## config.mk

```make
export PLATFORM = sky130hd
export DESIGN_NAME = srr_ctrl
export DESIGN_NICKNAME = d
export VERILOG_FILES = /design/src/design/srr_pkg.sv /design/src/design/srr_ctrl.sv
export SDC_FILE = /design/constraint.sdc
export NUM_CORES = 1
export LEC_CHECK = 0
export BUFFER_PORTS_ARGS = -buffer_cell sky130_fd_sc_hd__buf_2
export CAP_MARGIN = 20
export CORE_MARGIN = 8
export CORE_UTILIZATION = 40
export CTS_CLUSTER_DIAMETER = 80
export DETAILED_ROUTE_END_ITERATION = 6
export PLACE_DENSITY = 0.7
export SYNTH_ARGS = -nofsm -noshare
export SYNTH_HDL_FRONTEND = slang
export SYNTH_SLANG_ARGS = --single-unit
```

## constraint.sdc

```tcl
create_clock -name i_clk -period 1.45 [get_ports i_clk]
set_input_delay 0.0725 -clock i_clk [delete_from_list [all_inputs] [get_ports i_clk]]
set_output_delay 0.0725 -clock i_clk [all_outputs]
set_load 0.01 [all_outputs]
```

## src/design/srr_pkg.sv

```systemverilog
// Shared types and constants of the selective-repeat receiver.
package srr_pkg;

    localparam int DRAIN_MAX = 31;
    localparam logic [4:0] WINDOW_RESET = 5'd30;
    localparam int SLOT_W = 34;  // {present, final, timestamp}

    typedef enum logic [1:0] {
        K_DELIVER = 2'd0,
        K_ACK     = 2'd1,
        K_NACK    = 2'd2,
        K_CLOSE   = 2'd3
    } t_kind;

    typedef enum logic [2:0] {
        E_NONE        = 3'd0,
        E_ACK_LAST    = 3'd1,
        E_NACK        = 3'd2,
        E_ACK_CUR     = 3'd3,
        E_DELIVER_CUR = 3'd4,
        E_DELIVER_NXT = 3'd5,
        E_CLOSE       = 3'd6
    } t_emit;

    typedef struct packed {
        logic  accept;
        logic  rd_slot;
        logic  buf_write;
        logic  start_chain;
        logic  rd_next;
        logic  take_next;
        logic  commit;
        logic  close_conn;
        logic  clr_step;
        t_emit emit;
        logic  last;
    } t_cmd;

    typedef struct packed {
        logic conn_ok;
        logic decode_ok;
        logic truncated;
        logic in_window;
        logic in_order;
        logic rd_present;
        logic rd_final;
        logic cur_fin;
        logic drain_last;
        logic clr_done;
    } t_status;

endpackage

```

## src/design/srr_ctrl.sv

```systemverilog
// Controller state machine: request classification, drain sequencing and slot clearing.
module srr_ctrl import srr_pkg::*; (
    input  logic    i_clk,
    input  logic    i_rst_n,
    input  logic    i_start,
    input  t_status i_status,
    output logic    o_busy,
    output t_cmd    o_cmd
);

    typedef enum logic [7:0] {
        S_IDLE  = 8'b0000_0001,
        S_CLEAR = 8'b0000_0010,
        S_EVAL  = 8'b0000_0100,
        S_BUF   = 8'b0000_1000,
        S_STEP  = 8'b0001_0000,
        S_CHK   = 8'b0010_0000,
        S_FINAL = 8'b0100_0000,
        S_CLOSE = 8'b1000_0000
    } t_state;

    t_state r_state;
    t_state n_state;

    assign o_busy = (r_state != S_IDLE);

    always_ff @(posedge i_clk) begin
        if (!i_rst_n) begin
            r_state <= S_CLEAR;
        end else begin
            r_state <= n_state;
        end
    end

    always_comb begin
        n_state = r_state;
        o_cmd   = '0;
        o_cmd.emit = E_NONE;
        case (r_state)
            S_IDLE: begin
                if (i_start) begin
                    o_cmd.accept = 1'b1;
                    n_state = S_EVAL;
                end
            end
            S_CLEAR: begin
                o_cmd.clr_step = 1'b1;
                if (i_status.clr_done) begin
                    n_state = S_IDLE;
                end
            end
            S_EVAL: begin
                n_state = S_IDLE;
                if (!i_status.conn_ok) begin
                    n_state = S_IDLE;
                end else if (!i_status.decode_ok) begin
                    o_cmd.emit = E_ACK_LAST;
                    o_cmd.last = 1'b1;
                end else if (i_status.truncated) begin
                    o_cmd.emit = E_NACK;
                    o_cmd.last = 1'b1;
                end else if (!i_status.in_window) begin
                    n_state = S_IDLE;
                end else if (!i_status.in_order) begin
                    o_cmd.rd_slot = 1'b1;
                    n_state = S_BUF;
                end else begin
                    o_cmd.start_chain = 1'b1;
                    n_state = S_STEP;
                end
            end
            S_BUF: begin
                // Keep the first copy of a duplicate.
                o_cmd.buf_write = !i_status.rd_present;
                o_cmd.emit = E_ACK_LAST;
                o_cmd.last = 1'b1;
                n_state = S_IDLE;
            end
            S_STEP: begin
                if (i_status.cur_fin) begin
                    o_cmd.emit = E_ACK_CUR;
                    n_state = S_CLOSE;
                end else begin
                    o_cmd.emit = E_DELIVER_CUR;
                    o_cmd.rd_next = 1'b1;
                    n_state = S_CHK;
                end
            end
            S_CHK: begin
                if (i_status.rd_present) begin
                    o_cmd.take_next = 1'b1;
                    if (i_status.rd_final) begin
                        n_state = S_STEP;
                    end else begin
                        o_cmd.emit = E_DELIVER_NXT;
                        if (i_status.drain_last) begin
                            n_state = S_FINAL;
                        end else begin
                            o_cmd.rd_next = 1'b1;
                        end
                    end
                end else begin
                    o_cmd.emit   = E_ACK_CUR;
                    o_cmd.last   = 1'b1;
                    o_cmd.commit = 1'b1;
                    n_state = S_IDLE;
                end
            end
            S_FINAL: begin
                o_cmd.emit   = E_ACK_CUR;
                o_cmd.last   = 1'b1;
                o_cmd.commit = 1'b1;
                n_state = S_IDLE;
            end
            S_CLOSE: begin
                o_cmd.emit       = E_CLOSE;
                o_cmd.last       = 1'b1;
                o_cmd.close_conn = 1'b1;
                n_state = S_CLEAR;
            end
            default: begin
                n_state = S_IDLE;
            end
        endcase
    end

endmodule

```

==> results.txt, run 1 <==
The flow ran to the end, but the final reports show violations. The checks that failed: negative setup slack. For the post-route non-filler standard cell count, the log shows 162.

The effective utilization at floorplan is 41.2%, and the clock input transition at the sequential cells of the worst setup and hold paths is 0.06 ns. The synthesized net count is 101, and the routed via count is 929. The run gives 3 as the CTS buffer count. The die is 57.5 µm wide. Each instance of the synthesized netlist takes up on average 7.82 µm².

Once placement completed, the tool counted placed cells totaling 147. Count of nets left with antenna violations after detail routing: 0. After synthesis the netlist holds a flip-flop and latch count of 8. The overall routing resource usage came out at 14.5%.

The Yosys step of the flow raised 0 warnings. The launch instance of the worst register-to-register path is r_state[5]. Routability-driven placement finished with a final weighted congestion of 0.861.

The full die area is 3300 µm², and the worst relative slew slack is 78.5%. In the routed layout, each cell is associated on average with a via count of 5.73. Measured on the finished design, the core utilization comes to 76.0%.

The maximum fanout along the worst path was 6. The number of buffers inserted by hold repair at cts was 0; the count of standard-cell rows was 15. In this run, synthesis inferred 0 flip-flops with an integrated enable.

Sum of overflow across all layers after global routing: 0. In this run the tool buffered the top-level ports with 26 buffer cells. The number of endpoints with negative hold slack in the final report is 0, and the largest net degree at the start of global routing is 8. The part of the cycle the worst path needs was 122%. The critical path starts at r_state[5].

Total count of max-transition violations in the final report: 0. The total area inside the core boundary comes to 1670 µm². The most instantiated flip-flop cell in the synthesis netlist was sky130_fd_sc_hd__dfxtp_1. Of all flip-flops after synthesis, the portion carrying an async set or reset was 0%. 0 antenna diodes ended up in the layout. Register with the most flip-flops: r_state. The cell sitting at the root of the clock tree is a sky130_fd_sc_hd__clkbuf_4. Setup violations remaining at the end of the flow were counted as 19. The run gives 0 as the detailed-route DRC error count. The register with the most flip-flops in the layout has 8 of them.

The reported net switching power is 188 µW, and the number of antenna violations at the first check in global routing is 0. The final worst slack is -0.323 ns, and the number of levels in the clock H-tree is 1. Clock share of power: 28.3%.

For the standby leakage power, the log shows 0.000599 µW. The fraction of power consumed by sequential logic was 39.4%. The run gives 27 as the number of primary I/O pins.

The count of mapped cells out of synthesis is 88, and the area growth from synthesis to layout is 84.5%. The endpoint of the most critical setup path is o_cmd[9]. STA puts the critical path data required time at 1.38 ns.

Measured along the y axis, the die boundary spans 57.5 µm. The average routed wire per standard cell was 17.5 µm. The run gives 1.70 ns as the data arrival time at the worst-slack endpoint. The critical setup path kind is flop to primary output. The number of violations of the max-capacitance limit came out at 0. TritonCTS sink count: 8. In this run the cell area of the synthesized design comes to 688 µm². Net switching is 31.1% of the power. For the maximum clock frequency, the log shows 0.564 GHz. The run gives 49 as the DRC violation total after the first TritonRoute iteration. Critical path capture point type: a primary output. The proportion of layout cells with a drive suffix above 1 was 68.3%; the part of the power in combinational logic was 32.3%. The final routed wirelength across all metal layers was 2830 µm; the wire length of the first global-routing pass was 3800 µm. The number of cells on the worst reg-to-reg path was 6. Power spread over the standard cell area amounts to 477 nW/µm². The largest registers in the layout are r_state x8. The endpoint of the most critical register-to-register path was r_state[0]. The clock passes through at most 2 buffers. Hold is met by 0.0902 ns.

The first TritonRoute pass finished after 4 iterations. For the final database, setup skew stands at 0.0105 ns. TritonCTS built the clock tree. The number of different library cells used by synthesis comes to 34. The number of global-route vias before repair came out at 854. The internal power is 417 µW.

The setup check on the worst reg-to-reg path leaves a slack of -0.20 ns. Slew of the pin with the lowest slew margin: 0.321 ns. Setup repair after global routing could not meet its margin everywhere. The worst path in the final design needs a cycle of 1.77 ns, including I/O delays and setup. VDD sags by at most 0.472 mV.

Detailed placement finished with a half-perimeter wire length of 1830 µm. The launching element type of the critical path was a flop. The min-delay analysis places its worst path in the category input pin to flop.

After synthesis, flip-flops and latches occupy 23.3% of the total area. The logs give 0.25 ns for the clock insertion delay at the later pin of the skew report and 160 for the net count of the finished layout.
[metal layers]
layer / wire [µm] / global-route usage [%] / vias to the layer above
met2: 1470 / 24.9 / 34
met5: 0 / 0 / -
met3: 167 / 4.04 / 4
met1: 1170 / 16.4 / 442
met4: 21 / 5.36 / 0
li1: - / - / 449
[cells by family after synthesis]
family | Yosys count | share of synthesized area [%]
and+or+nand+nor | 49 | 49.5
AOI/OAI and AO/OA | 19 | 19.5
buffers and inverters | 11 | 6.54
DFF | 8 | 23.3
xor gates and xnor gates | 1 | 1.27
[cell usage in the layout, fill, tap and decap left out, types with 2 or more instances in the layout]
master,n
sky130_fd_sc_hd__nand4b_1,4
sky130_fd_sc_hd__nand3_1,2
sky130_fd_sc_hd__or3_4,2
sky130_fd_sc_hd__nand4_1,3
sky130_fd_sc_hd__buf_4,26
sky130_fd_sc_hd__nor2_1,4
sky130_fd_sc_hd__inv_2,3
sky130_fd_sc_hd__o21ai_0,2
sky130_fd_sc_hd__nand3_2,2
sky130_fd_sc_hd__clkbuf_4,3
sky130_fd_sc_hd__nor3b_1,2
sky130_fd_sc_hd__nor3_2,4
sky130_fd_sc_hd__o211ai_1,4
sky130_fd_sc_hd__nor3_4,2
sky130_fd_sc_hd__o21ai_2,2
sky130_fd_sc_hd__buf_2,22
sky130_fd_sc_hd__buf_6,9
sky130_fd_sc_hd__dfxtp_2,6
sky130_fd_sc_hd__nor4_4,3
sky130_fd_sc_hd__o21ai_1,2
sky130_fd_sc_hd__dfxtp_4,2
sky130_fd_sc_hd__nand2b_1,6
sky130_fd_sc_hd__and3_1,2
sky130_fd_sc_hd__nand2_1,2
sky130_fd_sc_hd__inv_1,5
sky130_fd_sc_hd__a21oi_2,2
[critical path: stages (launching register included)]
cell and delay [ns]:
sky130_fd_sc_hd__dfxtp_4 0.37, sky130_fd_sc_hd__nor4_4 0.34, sky130_fd_sc_hd__nand3_2 0.18, sky130_fd_sc_hd__or3_4 0.38, sky130_fd_sc_hd__inv_2 0.07, sky130_fd_sc_hd__buf_6 0.10
[worst min-delay path by stage]
stage,start,to,slack (ns),depth (start not counted)
5_1_grt,i_status[1],r_state[6],0.09,2
4_1_cts,i_status[3],r_state[6],0.06,2
3_3_place_gp,i_status[3],r_state[6],0.32,2
3_5_place_dp,i_status[3],r_state[6],0.33,2
2_1_floorplan,i_status[3],r_state[6],0.15,1
6_report,i_rst_n,r_state[0],0.09,3
[through the flow]
step	worst slack [ns]	power, µW	TNS, ns	area, µm²
final	-0.323	606	-3.41	1270
after global routing	-0.394	639	-4.85	1270
after CTS	-0.271	567	-2.31	1070
after detailed placement	-0.0883	380	-0.415	972
after global placement	-0.0277	375	-0.142	972
after floorplan	0.00630	307	0	693
[Yosys cell counts (2+ instances only)]
cell                       instances  share of area (%)
sky130_fd_sc_hd__nand2b_1          6                5.5
sky130_fd_sc_hd__o211ai_1          4                4.4
sky130_fd_sc_hd__nor2_1            5                2.7
sky130_fd_sc_hd__nand4_1           3                2.7
sky130_fd_sc_hd__o21ai_0           6                4.4
sky130_fd_sc_hd__nor4_1            2                1.8
sky130_fd_sc_hd__inv_1             8                4.4
sky130_fd_sc_hd__nand4b_1          4                5.1
sky130_fd_sc_hd__buf_2             3                2.2
sky130_fd_sc_hd__a21oi_1           2                1.5
sky130_fd_sc_hd__and3_1            2                1.8
sky130_fd_sc_hd__dfxtp_1           8                 23
sky130_fd_sc_hd__nand2_1           4                2.2
sky130_fd_sc_hd__nor3_1            5                3.6
sky130_fd_sc_hd__nor2b_1           2                1.8
sky130_fd_sc_hd__nor3b_1           3                3.3
sky130_fd_sc_hd__nand3_1           3                2.2
sky130_fd_sc_hd__nor4_4            2                6.2
[power by group through the flow]
| stage | sequential, µW | clock (µW) | combinational [µW] |
|---|---|---|---|
| 2_1_floorplan | 241 | 0 | 66.4 |
| 3_3_place_gp | 242 | 0 | 133 |
| 3_5_place_dp | 243 | 0 | 137 |
| 4_1_cts | 240 | 173 | 155 |
| 5_1_grt | 239 | 190 | 210 |
| 6_report | 239 | 171 | 196 |
[what timing repair did]
action                                  in CTS  in global routing
endpoints found under the setup margin      21                 22
pin swaps                                    6                 16
setup buffers                                5                  9
gates resized for setup                     18                 34
[area by class of cell]
| cell class | instances | area, µm² |
|---|---|---|
| Multi-Input combinational cell | 69 | 614 |
| Timing Repair Buffer | 57 | 407 |
| Fill cell | 106 | 400 |
| Sequential cell | 8 | 175 |
| Inverter | 8 | 30.0 |
| Clock buffer | 3 | 22.5 |
| Tap cell | 17 | 21.3 |
Note: power is estimated with default switching activity, not from simulation.
==> inputs of run 2 (changes only) <==
ABC_AREA = 1   (was default)
==> results.txt, run 2 <==
In the final layout, the registers with the most flip-flops are r_state x8. The flow ran to the end, but the final reports show violations. The largest total area in the synthesized netlist belongs to sky130_fd_sc_hd__dfxtp_1. Sorting the synthesized cells by how often they occur yields sky130_fd_sc_hd__inv_1 (21), sky130_fd_sc_hd__nand2_1 (16), sky130_fd_sc_hd__nor2_1 (13).

The pre-antenna-repair detailed-routing pass consisted of 4 iterations. After floorplanning, the core was sized to cover 1710 µm². CTS placed an instance of sky130_fd_sc_hd__clkbuf_4 at the clock tree root. During placement, the flow inserted port buffers numbering 26. In this run the worst path has a maximum fanout of 6.

The count of mapped cells out of synthesis is 109, and the clock input transition at the sequential cells of the worst setup and hold paths is 0.06 ns. The most critical setup path has its endpoint at o_cmd[0]. The tools report the overall routing resource usage as 12.2%. After layout, the worst path uses 106% of the clock period.

Traced cell by cell, the critical path runs through nor2_4 -> nand2_4 -> inv_2 -> nand4_1 -> nand2_1 -> nor2_1 -> o211ai_1 -> buf_2. For the data arrival time at the worst-slack endpoint, the log shows 1.47 ns. The number of endpoints with negative hold slack in the final report is 0. For this run, design rule violations remaining after detail routing come to 0. TritonCTS built the clock tree.

The DRC violation total after the first TritonRoute iteration was 12. The tools report the launching element type of the critical path as a flop. Data on the critical path is required at its endpoint by 1.38 ns. In this run the critical register-to-register path is launched from r_state[0].

Dividing the synthesized area by the synthesized cell count gives 6.62 µm². Across the run, the number of max-cap violations was 0. The antenna diode count came out at 0. Leaving out fill and tap cells, the most frequent cells in the layout are sky130_fd_sc_hd__buf_2 (25), sky130_fd_sc_hd__inv_1 (18), sky130_fd_sc_hd__nand2_1 (15). After detailed routing, the average wire length per cell comes to 11.6 µm.

The count of nets left with antenna violations once routing finished came out at 0. By area the synthesized netlist is led by sky130_fd_sc_hd__dfxtp_1 (22%), sky130_fd_sc_hd__inv_1 (11%), sky130_fd_sc_hd__nor2_4 (9.4%), sky130_fd_sc_hd__nand3_1 (8.3%), sky130_fd_sc_hd__nand2_1 (8.3%). The area growth from synthesis to layout is 48.9%. The share of the synthesized area in the top cell type was 22.2%. The async set-or-reset flop fraction in the synthesized netlist was 0%; the number of antenna violations at the first check in global routing was 0. The number of levels in the clock H-tree is 1, and the wire length of the first global-routing pass is 3280 µm.

The final worst slack was -0.0901 ns; the total count of max-transition violations in the final report was 0. Slew of the pin with the lowest slew margin: 0.272 ns. Setup repair after global routing could not meet its margin everywhere.

The tools report the TritonCTS sink count as 8. Library cell with the highest instance count after synthesis: sky130_fd_sc_hd__inv_1. The delay contributed by the slowest stage of the critical path was 0.33 ns. The worst register-to-register path ends at r_state[6].

The post-route non-filler standard cell count was 175; the horizontal die dimension was 58.5 µm. Yosys mapped a number of flops with a built-in enable equal to 0. The logs give 7 for the largest net degree at the start of global routing and 2020 µm for the final routed wirelength across all metal layers.

Yosys printed 0 warnings. The most used flip-flop cell after synthesis is sky130_fd_sc_hd__dfxtp_1. Buffers inserted during clock tree synthesis total 3. Number of vias per cell: 4.64. In this run the power density over the cells is 507 nW/µm². Distinct cell type count of the synthesized netlist: 23.

In this run, placement finished with an instance count of 160. The clock passes through at most 2 buffers. The worst reg-to-reg setup slack was 0.12 ns; the worst relative slew slack was 81.8%. Critical-path cell with the highest stage delay: sky130_fd_sc_hd__dfxtp_2. The critical path startpoint was r_state[0].

The number of cells on the worst reg-to-reg path was 8. The worst hold path class is input pin to flop. 27 I/O pins were placed.

The count of endpoints failing setup in the final report was 8. For the final database, setup skew stands at 0.00659 ns. The total cell area at the placement stage was 883 µm².

The global placement routability congestion is 0.827. In this run the static leakage power is 0.000568 µW. After the last flow step, the layout net total stands at 165. Counting instances, the worst hold path has a depth of 2. The number of global-route vias before repair came out at 806.

The worst setup path is of the flop to primary output kind. Of the synthesized area, sequential elements account for 22.2%. The floorplan step defined a die boundary enclosing 3420 µm². The count of standard-cell rows came out at 15. The clock insertion delay at the later pin of the skew report is 0.26 ns.

Of the cells placed in the final design, the portion with a size suffix greater than 1 is 54.7%. The die is 58.5 µm tall. STA classifies the critical path endpoint as a primary output.

IR analysis of the VDD net gives a maximum drop of 0.351 mV. When the netlist entered floorplanning its net count stood at 122. For this design, the CTS-stage hold fixing added 0 buffers. After legalization and detailed placement, the total HPWL measured 1500 µm. With fillers left out, the area of the finished cells amounts to 1070 µm². Maximum clock frequency: 0.649 GHz. The mapped netlist covers 722 µm².

The library cell used most frequently in the layout, excluding fill and tap cells, is sky130_fd_sc_hd__buf_2. The effective utilization at floorplan is 42.3%, and the final critical delay including setup and external delays is 1.54 ns. The sum of overflow across all layers after global routing came out at 0.

The post-synthesis register bit count was 8. More flip-flops sit in one register than any other, and that register is r_state. The tools report the routed via count as 812.

The checks that failed: negative setup slack. The register with the most flip-flops in the layout has 8 of them.
==> run 2: changes by cell type in the layout (fill, tap and decap cells not counted), sizes merged, moves of 3 or more <==
cell / delta
buf: -19
nand2: +18
nor2: +18
inv: +16
nand3: +9
nand2b: -6
nand4b: -4
nor4: -3
o211ai: -3
o21ai: -3
==> run 2: worst min-delay path by stage <==
stage	startpoint	end
after global routing	i_rst_n	r_state[1]
after global placement	i_rst_n	r_state[1]
final	i_rst_n	r_state[1]
after floorplan	i_rst_n	r_state[1]
after detailed placement	i_rst_n	r_state[1]
after CTS	i_rst_n	r_state[1]
==> run 2: area by class of cell <==
cell class | instances | area, µm²
Clock buffer | 3 | 22.5
Fill cell | 142 | 633
Inverter | 25 | 98.8
Multi-Input combinational cell | 76 | 509
Sequential cell | 8 | 170
Tap cell | 25 | 31.3
Timing Repair Buffer | 38 | 243
==> run 2: where the power goes <==
group          switching, µW  leakage [µW]  internal (µW)
logic                   76.4      0.000486           56.6
clock network           83.2     0.0000138           95.2
registers               6.43     0.0000683            227
==> run 2: cell families (layout without fill, tap and decap cells) <==
group,Yosys count,count (layout),synth area share [%]
flip-flops,8,8,22.2
AND/OR/NAND/NOR,70,70,59.6
buffers and inverters,25,66,13.3
AO/OA/AOI/OAI,6,6,4.85
==> run 2: worst max-delay path, delay by kind of cell, from the launching register on <==
| kind | cells | cell delay (ns) |
|---|---|---|
| AND/OR/NAND/NOR | 5 | 0.57 |
| flip-flops | 1 | 0.33 |
| AO/OA/AOI/OAI | 1 | 0.07 |
| buffers and inverters | 2 | 0.24 |
==> run 2: stage by stage <==
step | power (µW) | util, % | TNS, ns | worst slack [ns] | hold WS, ns
floorplan | 310 | - | 0 | 0.288 | 0.157
global route | 576 | 62.9 | -1.38 | -0.182 | 0.0503
finish | 545 | 62.9 | -0.482 | -0.0901 | 0.0502
CTS | 530 | 58.8 | -0.171 | -0.0542 | 0.0585
global placement | 348 | 51.7 | 0 | 0.161 | 0.323
detailed placement | 349 | 51.7 | 0 | 0.168 | 0.322
==> run 2: metal layers <==
layer	vias up	track usage [%]	routed length, µm
met5	-	0	0
met4	0	8.39	51
met3	5	2.17	132
met2	28	19.4	925
met1	348	14.6	913
li1	431	-	-
==> run 2: what timing repair did <==
action,4_1_cts,5_1_grt
gates cloned,0,0
buffers inserted,8,4
endpoints found under the setup margin,5,12
pin swaps,7,11
resized for setup,15,11
hold endpoints to repair,0,0
==> inputs of run 3 (changes only) <==
CTS_CLUSTER_SIZE = 12   (was default)
PLACE_DENSITY = default   (was 0.7)
PLACE_DENSITY_LB_ADDON = 0.3   (was default)
==> results.txt, run 3 (same netlist as run 2, synthesis figures left out) <==
The run finished, with violations left. The final reports fail on negative setup slack. The final critical path takes up 108% of the cycle.

The utilization of the core after routing was 64.6%; the slew of the pin with the lowest slew margin was 0.299 ns. The clock input transition at the sequential cells of the worst setup and hold paths is 0.06 ns, and the data required time at the worst endpoint is 1.38 ns. The tool flagged a number of max-cap violations equal to 0. The worst IR drop on VDD was 0.407 mV; the number of buffers inserted by hold repair at cts was 0. In this run, placement finished with an instance count of 160. The logs give 80.0% for the worst relative slew slack and 0 for the antenna diode count. Summed over all failing endpoints, the final setup total negative slack is -0.565 ns.

Based on the critical path, the design can be clocked at up to 0.636 GHz. The clock reaches the later pin of the worst-skew pair after 0.27 ns. The tools report the clock tree root buffer cell as sky130_fd_sc_hd__clkbuf_4.

The average routed wire per standard cell works out to 13.4 µm. The CTS buffer count is 3, and the full die area is 3420 µm². Of all nets on the critical path, the largest fanout is 6. The completed layout was analyzed and its total power is 570 µW. The number of global-route vias before repair was 845.

The number of endpoints with negative hold slack in the final report is 0, and the area growth from synthesis to layout is 52.9%. The detailed router finished its first iteration with 20 violations. For this design the top-level I/O count stands at 27. The net count of the finished layout is 166.

The first global-routing pass estimated 3530 µm of wire. The analysis attributes to cell leakage a power of 0.000571 µW. Across all register-to-register paths, the minimum setup slack is 0 ns. The count of standard-cell rows came out at 15.

The tools report the number of antenna violations at the first check in global routing as 0. STA classifies the critical path startpoint as a flop. The power per standard cell area came out at 517 nW/µm². The final routed wirelength across all metal layers is 2360 µm. In the final layout, the registers with the most flip-flops are r_state x8.

On the final layout, the worst hold slack is 0.0612 ns. The worst hold path belongs to the class input pin to flop. The die is 58.5 µm wide. The library cells used most frequently in the layout, excluding fill and tap cells, are sky130_fd_sc_hd__buf_2 (24), sky130_fd_sc_hd__inv_1 (18), sky130_fd_sc_hd__nand2_1 (13).

The register with the most flip-flops in the layout has 8 of them. The post-route non-filler standard cell count was 176; the final critical delay including setup and external delays was 1.57 ns. During placement, the flow inserted port buffers numbering 26. Setup violations remaining at the end of the flow were counted as 9. The library cell used most frequently in the layout, excluding fill and tap cells, is sky130_fd_sc_hd__buf_2. The number of buffers on the longest clock path is 2, and the TritonCTS sink count is 8. The overall routing resource usage is 13.4%, and the number of detailed-routing iterations run before antenna repair is 4.

The register with the most flip-flops in the final layout is r_state. At the end of routability-driven placement, the weighted congestion stood at 0.836. The placed wire-length estimate is 1710 µm, and the data arrival time at the worst-slack endpoint is 1.50 ns. Entering global routing, the biggest net connects 7 pins. The proportion of layout cells with a drive suffix above 1 is 57.0%, and the final worst slack is -0.122 ns. The count of nets left with antenna violations after detail routing is 0, and the worst-case clock skew is 0.00320 ns.

The effective utilization at floorplan came out at 42.3%. The vertical die dimension is 58.5 µm, and the total count of max-transition violations in the final report is 0. For the sum of overflow across all layers after global routing, the log shows 0.

Number of vias per cell: 4.99. The area of the core came out at 1710 µm². TritonCTS built the clock tree.

The tools report the number of levels in the clock H-tree as 1. The critical setup path kind is flop to primary output. The tools report the detailed-route DRC error count as 0. Setup repair after global routing could not meet its margin everywhere. The number of cells on the worst reg-to-reg path was 10. STA classifies the critical path endpoint as a primary output.

The final route contains 878 vias. Along the worst hold path, the cell count comes to 2.
run 3: cell types whose count changed in the layout (fill, tap and decap cells not counted), sizes merged:
| cell | change |
|---|---|
| clkinv | -1 |
| inv | +1 |
| buf | +1 |
run 3: path summary, 6_finish.rpt:
path,end,from
worst max-delay path,o_cmd[0],r_state[0]
worst min-delay path,r_state[1],i_rst_n
worst max register to register,r_state[0],r_state[0]
worst min register to register,r_state[7],r_state[4]
run 3: routing by layer:
layer  vias to the layer above  global-route usage [%]  routed length (µm)
met1                       399                    14.6                 953
met5                         -                       0                   0
met4                         0                    8.39                  92
met2                        40                    22.2                1170
met3                        10                    3.70                 143
li1                        429                       -                   -
run 3: what timing repair did:
action	4_1_cts	5_1_grt
setup buffers	7	6
pin swaps	9	9
gates cloned	0	0
setup endpoints to repair	6	11
resized for setup	15	18
run 3: per-stage QoR:
| stage | worst slack, ns | cell area [µm²] |
|---|---|---|
| 2_1_floorplan | 0.288 | 722 |
| 3_3_place_gp | 0.104 | 883 |
| 3_5_place_dp | 0.121 | 883 |
| 4_1_cts | -0.0802 | 998 |
| 5_1_grt | -0.200 | 1100 |
| 6_report | -0.122 | 1100 |
run 3: cell type report:
type / instances / area, µm²
tap: 25 / 31.3
clock buffer: 3 / 22.5
timing repair buffer: 39 / 244
fill: 141 / 604
inverter: 25 / 101
sequential: 8 / 169
multi-input combinational: 76 / 536
run 3: critical path: stages, from the launching register on:
cell	delay, ns
sky130_fd_sc_hd__dfxtp_2	0.33
sky130_fd_sc_hd__nor2_4	0.16
sky130_fd_sc_hd__nand2_4	0.12
sky130_fd_sc_hd__buf_4	0.16
sky130_fd_sc_hd__nor2_4	0.14
sky130_fd_sc_hd__nor2_1	0.07
sky130_fd_sc_hd__o211ai_1	0.08
sky130_fd_sc_hd__buf_2	0.16
run 3: report_power, final:
part | internal, µW | switching (µW)
Combinational | 58.2 | 87.5
Sequential | 227 | 6.05
Clock | 96.0 | 95.4
